--- src/rtl/dbo_pkg.sv ---
// ----------------------------------------------------------------------------
// dbo_pkg: shared types and constants for the switch debouncer
// Item structs, request codes and position codes.
// ----------------------------------------------------------------------------
package dbo_pkg;

  // request codes
  localparam logic [1:0] REQ_POLL       = 2'd0;
  localparam logic [1:0] REQ_SLOW_TICK  = 2'd1;
  localparam logic [1:0] REQ_SET_FORCE  = 2'd2;
  localparam logic [1:0] REQ_CLR_FORCE  = 2'd3;

  // forced position codes
  localparam logic [1:0] POS_CLOSED     = 2'd0;
  localparam logic [1:0] POS_OPEN       = 2'd1;

  // settle count after reset
  localparam logic [3:0] SETTLE_RESET   = 4'd5;
  localparam logic [3:0] RUN_MAX        = 4'd15;

  typedef struct packed {
    logic [1:0] req_type;
    logic       pin_level;
    logic [1:0] forced_position;
    logic [7:0] forced_duration;
  } in_item_t;

  typedef struct packed {
    logic stable_position;
    logic stable_changed;
    logic override_on;
  } out_item_t;

endpackage

--- src/rtl/dbo_core.sv ---
// ----------------------------------------------------------------------------
// dbo_core: debounce and override state with its next-state logic
// Updates the state for one item on fire and gives that item's result.
// ----------------------------------------------------------------------------
module dbo_core (
  input  logic              clk,
  input  logic              rst_n,
  input  logic              fire,
  input  dbo_pkg::in_item_t item,
  input  logic [3:0]        settle_polls,
  output dbo_pkg::out_item_t result
);

  logic       stable_pos_r, stable_pos_nxt;
  logic       searching_r, searching_nxt;
  logic       cand_pos_r, cand_pos_nxt;
  logic [3:0] run_count_r, run_count_nxt;
  logic       force_active_r, force_active_nxt;
  logic       force_pos_r, force_pos_nxt;
  logic [7:0] force_rem_r, force_rem_nxt;
  logic       force_forever_r, force_forever_nxt;
  logic       changed;
  logic       cur;
  logic [3:0] run_inc;
  logic [7:0] rem_dec;

  assign cur     = force_active_r ? force_pos_r : item.pin_level;
  assign run_inc = (run_count_r < dbo_pkg::RUN_MAX) ? run_count_r + 4'd1 : run_count_r;
  assign rem_dec = force_rem_r - 8'd1;

  // next state for the item at hand
  always_comb begin
    stable_pos_nxt    = stable_pos_r;
    searching_nxt     = searching_r;
    cand_pos_nxt      = cand_pos_r;
    run_count_nxt     = run_count_r;
    force_active_nxt  = force_active_r;
    force_pos_nxt     = force_pos_r;
    force_rem_nxt     = force_rem_r;
    force_forever_nxt = force_forever_r;
    changed           = 1'b0;
    case (item.req_type)
      dbo_pkg::REQ_POLL: begin
        if (!searching_r) begin
          if (cur != stable_pos_r) begin
            cand_pos_nxt  = cur;
            searching_nxt = 1'b1;
            run_count_nxt = 4'd0;
          end
        end else if (cur == cand_pos_r) begin
          run_count_nxt = run_inc;
          if (run_inc >= settle_polls) begin
            if (stable_pos_r != cur) begin
              stable_pos_nxt = cur;
              changed        = 1'b1;
            end
            searching_nxt = 1'b0;
          end
        end else begin
          // bounce: restart the run on the new sample
          cand_pos_nxt  = cur;
          run_count_nxt = 4'd0;
        end
      end
      dbo_pkg::REQ_SLOW_TICK: begin
        if (!force_forever_r && (force_rem_r != 8'd0)) begin
          force_rem_nxt = rem_dec;
          if (rem_dec == 8'd0) force_active_nxt = 1'b0;
        end
      end
      dbo_pkg::REQ_SET_FORCE: begin
        // indeterminate position is ignored
        if (item.forced_position inside {dbo_pkg::POS_CLOSED, dbo_pkg::POS_OPEN}) begin
          force_forever_nxt = (item.forced_duration == 8'd0);
          force_rem_nxt     = item.forced_duration;
          force_pos_nxt     = item.forced_position[0];
          force_active_nxt  = 1'b1;
        end
      end
      dbo_pkg::REQ_CLR_FORCE: begin
        force_active_nxt = 1'b0;
      end
      default: begin
        force_active_nxt = force_active_r;
      end
    endcase
  end

  assign result.stable_position = stable_pos_nxt;
  assign result.stable_changed  = changed;
  assign result.override_on     = force_active_nxt;

  // state registers
  always_ff @(posedge clk) begin
    if (!rst_n) begin
      stable_pos_r    <= 1'b0;
      searching_r     <= 1'b0;
      cand_pos_r      <= 1'b0;
      run_count_r     <= 4'd0;
      force_active_r  <= 1'b0;
      force_pos_r     <= 1'b0;
      force_rem_r     <= 8'd0;
      force_forever_r <= 1'b0;
    end else if (fire) begin
      stable_pos_r    <= stable_pos_nxt;
      searching_r     <= searching_nxt;
      cand_pos_r      <= cand_pos_nxt;
      run_count_r     <= run_count_nxt;
      force_active_r  <= force_active_nxt;
      force_pos_r     <= force_pos_nxt;
      force_rem_r     <= force_rem_nxt;
      force_forever_r <= force_forever_nxt;
    end
  end

endmodule

--- src/rtl/switch_debounce_with_override.sv ---
// An accepted item passes from the input register through the core update into the result register.
// Throughput: one item per cycle unless out_stall holds a full result register;
// the state update is a single pass of logic between the input and result registers.
// Reset (synchronous, rst_n low): position closed, no search, no override,
// settle count 5; both pipeline registers empty.
// ----------------------------------------------------------------------------
// switch_debounce_with_override: handle switch debouncer with forced override
// Input register, debounce/override update, result register.
// ----------------------------------------------------------------------------
module switch_debounce_with_override (
  input  logic               clk,
  input  logic               rst_n,
  input  logic               in_valid,
  output logic               in_stall,
  input  dbo_pkg::in_item_t  in_item,
  output logic               out_valid,
  input  logic               out_stall,
  output dbo_pkg::out_item_t out_item,
  input  logic               cfg_valid,
  output logic               cfg_ready,
  input  logic [3:0]         cfg_data
);

  logic               s1_valid_r;
  dbo_pkg::in_item_t  s1_item_r;
  logic               out_valid_r;
  dbo_pkg::out_item_t out_item_r;
  dbo_pkg::out_item_t result;
  logic [3:0]         settle_polls_r;
  logic               advance;
  logic               fire;

  // output register free or draining this cycle
  assign advance   = !out_valid_r || !out_stall;
  assign fire      = s1_valid_r && advance;
  assign in_stall  = s1_valid_r && !advance;
  assign cfg_ready = 1'b1;

  // settle count register
  always_ff @(posedge clk) begin
    if (!rst_n) begin
      settle_polls_r <= dbo_pkg::SETTLE_RESET;
    end else if (cfg_valid && cfg_ready) begin
      settle_polls_r <= cfg_data;
    end
  end

  // input register
  always_ff @(posedge clk) begin
    if (!rst_n) begin
      s1_valid_r <= 1'b0;
    end else if (!in_stall) begin
      s1_valid_r <= in_valid;
    end
  end

  always_ff @(posedge clk) begin
    if (in_valid && !in_stall) begin
      s1_item_r <= in_item;
    end
  end

  dbo_core u_core (
    .clk          (clk),
    .rst_n        (rst_n),
    .fire         (fire),
    .item         (s1_item_r),
    .settle_polls (settle_polls_r),
    .result       (result)
  );

  // result register
  always_ff @(posedge clk) begin
    if (!rst_n) begin
      out_valid_r <= 1'b0;
    end else if (advance) begin
      out_valid_r <= s1_valid_r;
    end
  end

  always_ff @(posedge clk) begin
    if (fire) begin
      out_item_r <= result;
    end
  end

  assign out_valid = out_valid_r;
  assign out_item  = out_item_r;

endmodule
--- config.mk ---
export PLATFORM = sky130hd
export DESIGN_NAME = switch_debounce_with_override
export DESIGN_NICKNAME = d
export VERILOG_FILES = /design/src/rtl/dbo_pkg.sv /design/src/rtl/dbo_core.sv /design/src/rtl/switch_debounce_with_override.sv
export SDC_FILE = /design/constraint.sdc
export NUM_CORES = 1
export LEC_CHECK = 0
export ABC_AREA = 1
export BUFFER_PORTS_ARGS = -buffer_cell sky130_fd_sc_hd__buf_2
export CAP_MARGIN = 20
export CORE_MARGIN = 2
export CORE_UTILIZATION = 35
export DETAILED_ROUTE_END_ITERATION = 10
export PLACE_DENSITY_LB_ADDON = 0.05
export SKIP_CTS_REPAIR_TIMING = 1
export SLEW_MARGIN = 0
export SYNTH_ARGS = -nofsm -noshare
export SYNTH_HDL_FRONTEND = slang
export SYNTH_HIERARCHICAL = 1
export SYNTH_SLANG_ARGS = --single-unit
--- constraint.sdc ---
create_clock -name clk -period 3.2 [get_ports clk]
set_clock_uncertainty 0.15 [all_clocks]
set_input_delay 0.48 -clock clk [delete_from_list [all_inputs] [get_ports clk]]
set_output_delay 0.48 -clock clk [all_outputs]
set_load 0.03 [all_outputs]
Yosys cells after proc, flatten, opt, wreduce, memory -nomap -nowiden
Cells that the tools add are included.
{"block": "word_totals", "reg_bits": 40, "latchBits": 0, "ram_bits": 0, "romBits": 0, "inputBits": 22, "output_inout_bits": 6, "n_memories": 0}
{"block": "op_classes", "addsub": 2, "multipliers": 0, "div_mod_pow": 0, "order_cmp": 2, "n_eq_ne": 10, "shift": 0, "muxes": 25, "bitwise": 0, "reduce_logical": 24}
{"operator": "2-to-1 mux 1 bit", "count": 17}
{"operator": "logical NOT 8 bit", "count": 2}
{"operator": "2-to-1 mux 4 bit", "count": 4}
{"operator": "2-to-1 mux 8 bit", "count": 2}
{"operator": "case mux 8 bit (2 select lines)", "count": 1}
{"operator": "AND reduction 4 bit", "count": 3}
{"operator": "nonzero test 8 bit", "count": 1}
{"operator": "subtractor 8 x 1 -> 8 bit (second input constant)", "count": 1}
{"operator": "AND reduction 3 bit", "count": 2}
{"operator": "nonzero test 2 bit", "count": 3}
{"operator": "logical NOT 1 bit", "count": 5}
{"operator": "adder 4 x 1 -> 4 bit (second input constant)", "count": 1}
{"operator": "equality test 2 x 1 -> 1 bit (second input constant)", "count": 2}
{"operator": "equality test 2 bit (second input constant)", "count": 2}
{"operator": "greater-or-equal comparator 4 bit", "count": 1}
{"operator": "logical AND 1 bit", "count": 4}
{"operator": "logical NOT 2 bit", "count": 2}
{"operator": "< comparator 4 bit (second input constant)", "count": 1}
{"operator": "inequality test 2 x 1 -> 1 bit (second input constant)", "count": 2}
{"operator": "case mux 1 bit (3 select lines)", "count": 1}
{"operator": "inequality test 1 bit", "count": 2}
{"operator": "inequality test 2 bit (second input constant)", "count": 1}
{"operator": "AND reduction 2 bit", "count": 1}
{"operator": "equality test 1 bit", "count": 1}
{"operator": "logical OR 1 bit", "count": 1}

Depth between registers and ports, before layout
Gate-level depths: netlist of run 1.
{"block": "logic_depth", "word_depth": 7, "mapped_depth": 16, "ltp_nobuf": 16}

Hierarchy
The synthesis of run 1 kept the hierarchy.
{"module": "dbo_core", "instances": 1, "cells_per_inst": 220, "area_each_um2": 1357.6, "seq_area_each_um2": 360.3}
{"module": "switch_debounce_with_override", "instances": 1, "cells_per_inst": 48, "area_each_um2": 720.7, "seq_area_each_um2": 600.6}

Worst setup path before layout of run 1
OpenSTA, ideal clock, no wires.
{"block": "synth_path", "kind": "register -> register", "start": "reg u_core.run_count_r[0]", "end": "reg out_item_r (netlist bit out_item[2]), data pin", "arrival_time_ps": 1708, "required_time_ps": 2799, "setup_slack_ps": 1091, "path_stages_with_launch": 15, "synth_period_minus_slack_ps": 2109, "path_cell_list": "dfxtp_1 ha_1 nand2_1 inv_1 nand2_1 o21ai_0 ha_1 nand2_1 inv_1 nand3_1 nand3_1 nand3_1 nand2_1 nand2_1 buf_4"}
{"block": "synth_between", "elab_chain_cells": 7, "elab_cells_between_ends": 8, "cone_classes": "add/sub (1); order compare (2); mux (5)"}
{"element": "start, declared", "line_no": "dbo_core.sv:17", "text": "logic [3:0] run_count_r, run_count_nxt;"}
{"element": "start signal, assigned", "line_no": "dbo_core.sv:108", "text": "run_count_r <= run_count_nxt;"}
{"element": "adder 4 x 1 -> 4 bit or < comparator 4 bit (tied branches)", "line_no": "dbo_core.sv:28", "text": "assign run_inc = (run_count_r < dbo_pkg::RUN_MAX) ? run_count_r + 4'd1 : run_count_r;"}
{"element": "2-to-1 mux 4 bit (*)", "line_no": "dbo_core.sv:28"}
{"element": "greater-or-equal comparator 4 bit (*)", "line_no": "dbo_core.sv:52", "text": "if (run_inc >= settle_polls) begin"}
{"element": "2-to-1 mux 1 bit (*)", "line_no": "dbo_core.sv:52"}
{"element": "2-to-1 mux 1 bit (*)", "line_no": "dbo_core.sv:50", "text": "end else if (cur == cand_pos_r) begin"}
{"element": "2-to-1 mux 1 bit (*)", "line_no": "dbo_core.sv:44", "text": "if (!searching_r) begin"}
{"element": "2-to-1 mux 1 bit (*)", "line_no": "dbo_core.sv:42", "text": "case (item.req_type)"}
{"element": "net u_core.stable_pos_nxt", "line_no": "dbo_core.sv:14", "text": "logic stable_pos_r, stable_pos_nxt;"}
{"element": "end signal, assigned", "line_no": "switch_debounce_with_override.sv:83", "text": "out_item_r <= result;"}
{"element": "end, declared", "line_no": "switch_debounce_with_override.sv:27", "text": "dbo_pkg::out_item_t out_item_r;"}
Mark *: on every way through the listed nets, which the timed path passes. The rest lies on a longest branch.
A chain may end at the register's enable or synchronous reset.

==> metrics.yaml, run 1 <==
slew_violations: 0
nets: 325
ys_seq_area_share_pct: 46.2
startpoint_type: "register"
cts_sinks: 40
wl_um: 4090
cts_root_buffer: "clkbuf_8"
synth_cell_types: 33
pwr-share-comb_pct: 13.9
rsz0062_at_grt: "false"
antenna_found_initial: 0
drive_gt1_share_pct: 19.5
viasPerCell: 4.44
period_needed_ns: 2.13
p_int_mw: 0.845
grt_max_degree: 17
cts_max_path_buffers: 2
hold_class: "in -> reg"
htree_levels: 2
required_ns: 3.10
ir_worst_vdd_uv: 210
hold_viol: 0
fp.dieH_um: 81.1
dr.pass1.iters: 4
p_sw_mw: 0.292
rows: 28
clock.fmax_mhz: 470
syn_nets: 297
clk_latency_ns: 0.29
ys.flop_type: "dfxtp_1"
power_frac_clock_pct: 35.7
place_area_mm2: 0.00227
layout-area-overhead-vs-synth_pct: 14.4
grt_use_total_pct: 13.7
cp_max_fo: 4
synth_cells: 268
hpwl_um: 3140
regArea_um2: 961
layout_setup_ws_ns: 1.07
gr-total-overflow: 0
start_util_pct: 35.7
routedWlPerCell_um: 11.0
ys_warn_count: 6
power_density_mw_per_mm2: 478
avgSynthCellArea_um2: 7.75
pin_count: 28
clk_pin_slew_ns: 0.08
synth_edf_count: 16
die_x_um: 81.1
drtIter0Drc: 111
cap_violations: 0
die_area_mm2: 0.00657
place_ws_ns: 1.06
multi_input_area_um2: 921
syn-cell-area_mm2: 0.00208
worst_ep_arrival_time_ns: 2.03
gp_congestion: 0.806
drc_errors: 0
fill_cells: 647
ys_ff_latch: 40
swShare_pct: 25.7
grt_pass1_vias: 1416
grt_pass1_wl_um: 6890
finalSetupViolations: 0
hold_ws_ns: 0.213
cts_tree: "built"
status: "complete, no violations"
cts-buffers-inserted: 5
n_antenna_cell: 0
io_buffer_count: 26
coreArea_mm2: 0.00582
vias: 1653
synthArstFlopShare_pct: 0
drt.antenna.violating_nets: 0
total_power_mw: 1.14
p_leak_nw: 1.08
final_cell_area_mm2: 0.00238
pwr-share-seq_pct: 50.4
cp-end-kind: "register"
setup_tns_ns: 0
crit_type: "reg -> reg"
fin_crit_sh_pct: 66.5
flip-flops by register name, indices dropped and copies added (netlist names), 3 cells and up:
signal              cells
out_item                3
s1_item_r              13
settle_polls_r          4
u_core/force_rem_r      8
u_core/run_count_r      4
logic make-up after synthesis:
| group | count (synthesis) | share of synthesized area [%] |
|---|---|---|
| AO/OA/AOI/OAI | 38 | 9.93 |
| XOR/XNOR | 3 | 1.26 |
| adder cells (fa/ha/maj) | 7 | 4.21 |
| buffers and inverters | 47 | 9.45 |
| flip-flops | 40 | 46.2 |
| other | 1 | 0.180 |
| AND/OR/NAND/NOR | 132 | 28.7 |
synth_stat cells, types with 2 or more instances:
cell	instances	area, µm²
xor2_1	2	17.5
o21ai_0	17	85.1
nand2_1	61	229
nor2_2	4	25.0
edfxtp_1	16	480
nand2_4	2	22.5
inv_1	36	135
dfxtp_1	24	480
buf_4	4	30.0
nand4_1	2	12.5
a21oi_2	2	17.5
nand2_2	4	25.0
ha_1	7	87.6
nor2_1	30	113
o21ai_1	3	15.0
inv_2	3	11.3
o21ai_2	2	17.5
nand3_1	22	110
a21oi_1	13	65.1
metrics by stage:
step	utilization (%)	instances
after CTS	40.9	372
after global placement	39.0	364
final	40.9	372
after global routing	40.9	372
after detailed placement	39.0	364
after floorplan	-	268
critical path: stages (launching register included):
cell and delay (ns):
dfxtp_1 0.34, ha_1 0.21, nand2_1 0.06, inv_1 0.05, nand2_1 0.11, o21ai_0 0.13, ha_1 0.29, nand2_1 0.04
inv_1 0.06, nand3_1 0.06, nand3_1 0.13, nand3_1 0.11, nand2_1 0.09, nand2_1 0.05
final timing paths:
check | startpoint | depth (start not counted) | end | slack, ns
max | u_core/run_count_r[0]$_SDFFE_PN0P_ | 13 | out_item[2]$_DFFE_PP_ | 1.07
min reg2reg | settle_polls_r[2]$_SDFFE_PN1P_ | 2 | settle_polls_r[2]$_SDFFE_PN1P_ | 0.33
min | in_item[12] | 1 | s1_item_r[12]$_DFFE_PP_ | 0.21
max reg2reg | u_core/run_count_r[0]$_SDFFE_PN0P_ | 13 | out_item[2]$_DFFE_PP_ | 1.07
placed cells by master, fill, tap and decap left out, drive strengths merged:
master and instances:
nand4 2, inv 40, nand3 23, clkbuf 6
clkinv 2, nand3b 1, nand2 67, a21oi 15
nor4 1, xor2 2, o22ai 1, or2 1
nor3 2, xnor2 1, nor2 35, o21ai 22
dfxtp 24, edfxtp 16, conb 1, bufinv 1
buf 27, ha 7
final cells by class:
type | instances | area share [%]
sequential | 40 | 40.4
multi-input combinational | 181 | 38.7
inverter | 41 | 6.63
timing repair buffer | 27 | 5.79
tap | 75 | 3.95
clock buffer | 6 | 3.05
clock inverter | 2 | 1.47
layer usage:
layer	up-vias	track usage, %	wire, µm
met2	29	17.8	1550
met5	-	0	0
met4	0	4.07	54
li1	913	-	-
met3	6	3.33	140
met1	705	21.8	2340
power groups by stage:
stage,Combinational [mW],Sequential [mW],Clock (mW)
finish,0.158,0.574,0.406
global route,0.181,0.578,0.447
CTS,0.159,0.574,0.422
detailed placement,0.159,0.586,0
global placement,0.161,0.585,0
floorplan,0.114,0.586,0
No activity file was read; power rests on OpenSTA's default activity.
==> inputs of run 2 (changes only) <==
--- a/config.mk
+++ b/config.mk
@@ -5,7 +5,7 @@
 export SDC_FILE = /design/constraint.sdc
 export NUM_CORES = 1
 export LEC_CHECK = 0
-export ABC_AREA = 1
+export ABC_AREA = 0
 export BUFFER_PORTS_ARGS = -buffer_cell sky130_fd_sc_hd__buf_2
 export CAP_MARGIN = 20
 export CORE_MARGIN = 2
==> constraint.sdc (replaced) <==
create_clock -name clk -period 1.9 [get_ports clk]
set_clock_uncertainty 0.15 [all_clocks]
set_input_delay 0.285 -clock clk [delete_from_list [all_inputs] [get_ports clk]]
set_output_delay 0.285 -clock clk [all_outputs]
set_load 0.03 [all_outputs]
==> metrics.yaml, run 2 <==
crit_start: "u_core/run_count_r[1]$_SDFFE_PN0P_"  # was u_core/run_count_r[0]$_SDFFE_PN0P_
pwr-share-seq_pct: 50.4  # about the same
instances_no_fill: 354  # was 372
rrSetupSlack_ns: -0.41  # was 1.07 ns
p_leak_nw: 1.23  # was 1.08 nW
coreArea_mm2: 0.00557  # was 0.00582 mm²
placedCellCount: 329  # was 364
drtIter0Drc: 78  # was 111
drc_errors: 0  # unchanged
relSlewSlack_pct: 64.6
cts_tree: "built"  # unchanged
grt_max_degree: 14  # was 17
worst_ep_arrival_time_ns: 2.18  # was 2.03 ns
crit_type: "reg -> reg"  # unchanged
synth_edf_count: 16  # unchanged
die_x_um: 80.2  # was 81.1 µm
synth_common_cells: "dfxtp_1 (24), a21oi_1 (18), nand2_1 (18)"  # was nand2_1 (61), inv_1 (36), nor2_1 (30)
ys_ff_latch: 40  # unchanged
status: "finished, violations left"  # was complete, no violations
layout-area-overhead-vs-synth_pct: 48.0  # was 14.4%
tightest_slew_ns: 0.530
p_int_mw: 1.38  # was 0.845 mW
start_util_pct: 36.5  # was 35.7%
finalSetupViolations: 14  # was 0
synthTopCellsByArea: "dfxtp_1 (24%), edfxtp_1 (24%), a21oi_1 (4.4%)"  # was dfxtp_1 (23%), edfxtp_1 (23%), nand2_1 (11%)
hpwl_um: 3630  # was 3140 µm
cts_max_path_buffers: 2  # unchanged
yosysTopAreaCell: "dfxtp_1"  # unchanged
synth_cells: 201  # was 268
grt_pass1_vias: 1818  # was 1416
dr.pass1.iters: 4  # unchanged
wl_um: 5320  # was 4090 µm
hold_viol: 0  # unchanged
yosysTopAreaCellShare_pct: 23.6  # was 23.1%
die_area_mm2: 0.00644  # was 0.00657 mm²
cp_max_fo: 6  # was 4
routedWlPerCell_um: 15.0  # was 11.0 µm
clock.fmax_mhz: 434  # was 470 MHz
final_cell_mix: "buf_4 (47), buf_2 (26), dfxtp_1 (17)"  # was nand2_1 (61), inv_1 (36), nor2_1 (30)
vias: 1799  # was 1653
grt_pass1_wl_um: 7910  # was 6890 µm
viasPerCell: 5.08  # was 4.44
fp.dieH_um: 80.2  # was 81.1 µm
rows: 27  # was 28
grt_use_total_pct: 16.1  # was 13.7%
ir_worst_vdd_uv: 345  # was 210 µV
required_ns: 1.78  # was 3.10 ns
cts_sinks: 40  # unchanged
rsz0062_at_grt: "true"  # was false
drive_gt1_share_pct: 50.7  # was 19.5%
clk_latency_ns: 0.29  # about the same
synthArstFlopShare_pct: 0  # unchanged
io_buffer_count: 26  # unchanged
layout_setup_ws_ns: -0.406  # was 1.07 ns
period_needed_ns: 2.31  # was 2.13 ns
gr-total-overflow: 0  # unchanged
failed_checks: "negative setup slack"
fill_cells: 509  # was 647
slew_violations: 0  # unchanged
final_common_cell: "buf_4"  # was nand2_1
ys_seq_area_share_pct: 47.2  # was 46.2%
antenna_found_initial: 0  # unchanged
htree_levels: 2  # unchanged
largest_reg_flops: 13  # unchanged
drt.antenna.violating_nets: 0  # unchanged
hold_class: "in -> reg"  # unchanged
gp_congestion: 0.855  # was 0.806
ys_warn_count: 6  # unchanged
hold_ws_ns: 0.0137  # was 0.213 ns
utilization_pct: 54.0  # was 40.9%
syn-cell-area_mm2: 0.00203  # was 0.00208 mm²
avgSynthCellArea_um2: 10.1  # was 7.75 µm²
reg.largest.list: "s1_item_r (13), u_core/force_rem_r (8)"  # unchanged
n_antenna_cell: 0  # unchanged
cp-end-kind: "register"  # unchanged
fin_crit_sh_pct: 121  # was 66.5%
top_register: "s1_item_r"  # unchanged
pwr-share-comb_pct: 20.9  # was 13.9%
hold_path_startpoint: "in_item[10]"  # was in_item[12]
yosysMostFrequentCell: "dfxtp_1"  # was nand2_1
clk_pin_slew_ns: 0.08  # about the same
cts_root_buffer: "clkbuf_8"  # unchanged
pin_count: 28  # unchanged
synth_cell_types: 54  # was 33
nets: 310  # was 325
power_frac_clock_pct: 28.7  # was 35.7%
ys.flop_type: "dfxtp_1"  # unchanged
power_density_mw_per_mm2: 630  # was 478 mW/mm²
startpoint_type: "register"  # unchanged
p_sw_mw: 0.514  # was 0.292 mW
cts-buffers-inserted: 5  # unchanged
setup_tns_ns: -3.23  # was 0 ns
cap_violations: 0  # unchanged
r2r-start: "u_core/run_count_r[1]$_SDFFE_PN0P_"  # was u_core/run_count_r[0]$_SDFFE_PN0P_
syn_nets: 230  # was 297
swShare_pct: 27.1  # was 25.7%
-- run 2: through the flow --
step	setup slack [ns]	power (mW)	cell area [µm²]
final	-0.406	1.90	3010
after floorplan	-0.397	1.15	2140
after global routing	-0.471	1.99	3010
after CTS	-0.370	1.80	2680
after detailed placement	-0.349	1.26	2590
after global placement	-0.296	1.25	2590
-- run 2: critical path: stages (launching register included) --
cell      delay (ns)
dfxtp_2         0.34
ha_4            0.15
and2_4          0.16
nand2_4         0.06
mux2_4          0.32
ha_4            0.28
o21ai_4         0.05
a221oi_4        0.39
a31oi_1         0.14
-- run 2: worst paths after layout --
path                                               to  cells after the start
hold / removal                s1_item_r[10]$_DFFE_PP_                      1
hold reg to reg   u_core/force_forever_r$_SDFFE_PN0P_                      2
setup / recovery                out_item[2]$_DFFE_PP_                      8
setup reg to reg                out_item[2]$_DFFE_PP_                      8
-- run 2: per-layer routing --
layer	GRT usage, %	share of wire (%)	up-vias
met5	0	0	-
met4	6.27	0.47	0
met3	4.16	4.1	2
met2	29.4	53	50
met1	17.6	42	854
li1	-	-	893
-- run 2: logic make-up (layout without fill, tap and decap cells) --
kind of cell               count (synthesis)  in the layout  share of synthesized area (%)
and+or+nand+nor                           69             69                           18.8
AOI/OAI and AO/OA                         52             53                           18.3
DFF                                       40             40                           47.2
buffers and inverters                     20            100                           5.04
adders and majority gates                  7              7                           4.30
muxes                                      7              7                           3.94
xor gates and xnor gates                   5              5                           2.15
other                                      1              1                          0.184
-- run 2: area by class of cell --
cell class	instances	area (µm²)	area share (%)
clock buffers	6	72.6	2.41
multi-input cells	142	1240	41.3
clock inverters	2	11.3	0.374
flip-flops and latches	40	970	32.2
inverters	11	43.8	1.45
repair buffers	81	579	19.2
well taps	72	90.1	2.99
-- run 2: power by group through the flow --
stage / registers, mW / logic (mW) / clock network, mW
5_1_grt: 0.959 / 0.427 / 0.600
3_3_place_gp: 0.973 / 0.281 / 0
6_report: 0.956 / 0.396 / 0.544
4_1_cts: 0.955 / 0.290 / 0.556
3_5_place_dp: 0.975 / 0.289 / 0
2_1_floorplan: 0.982 / 0.165 / 0
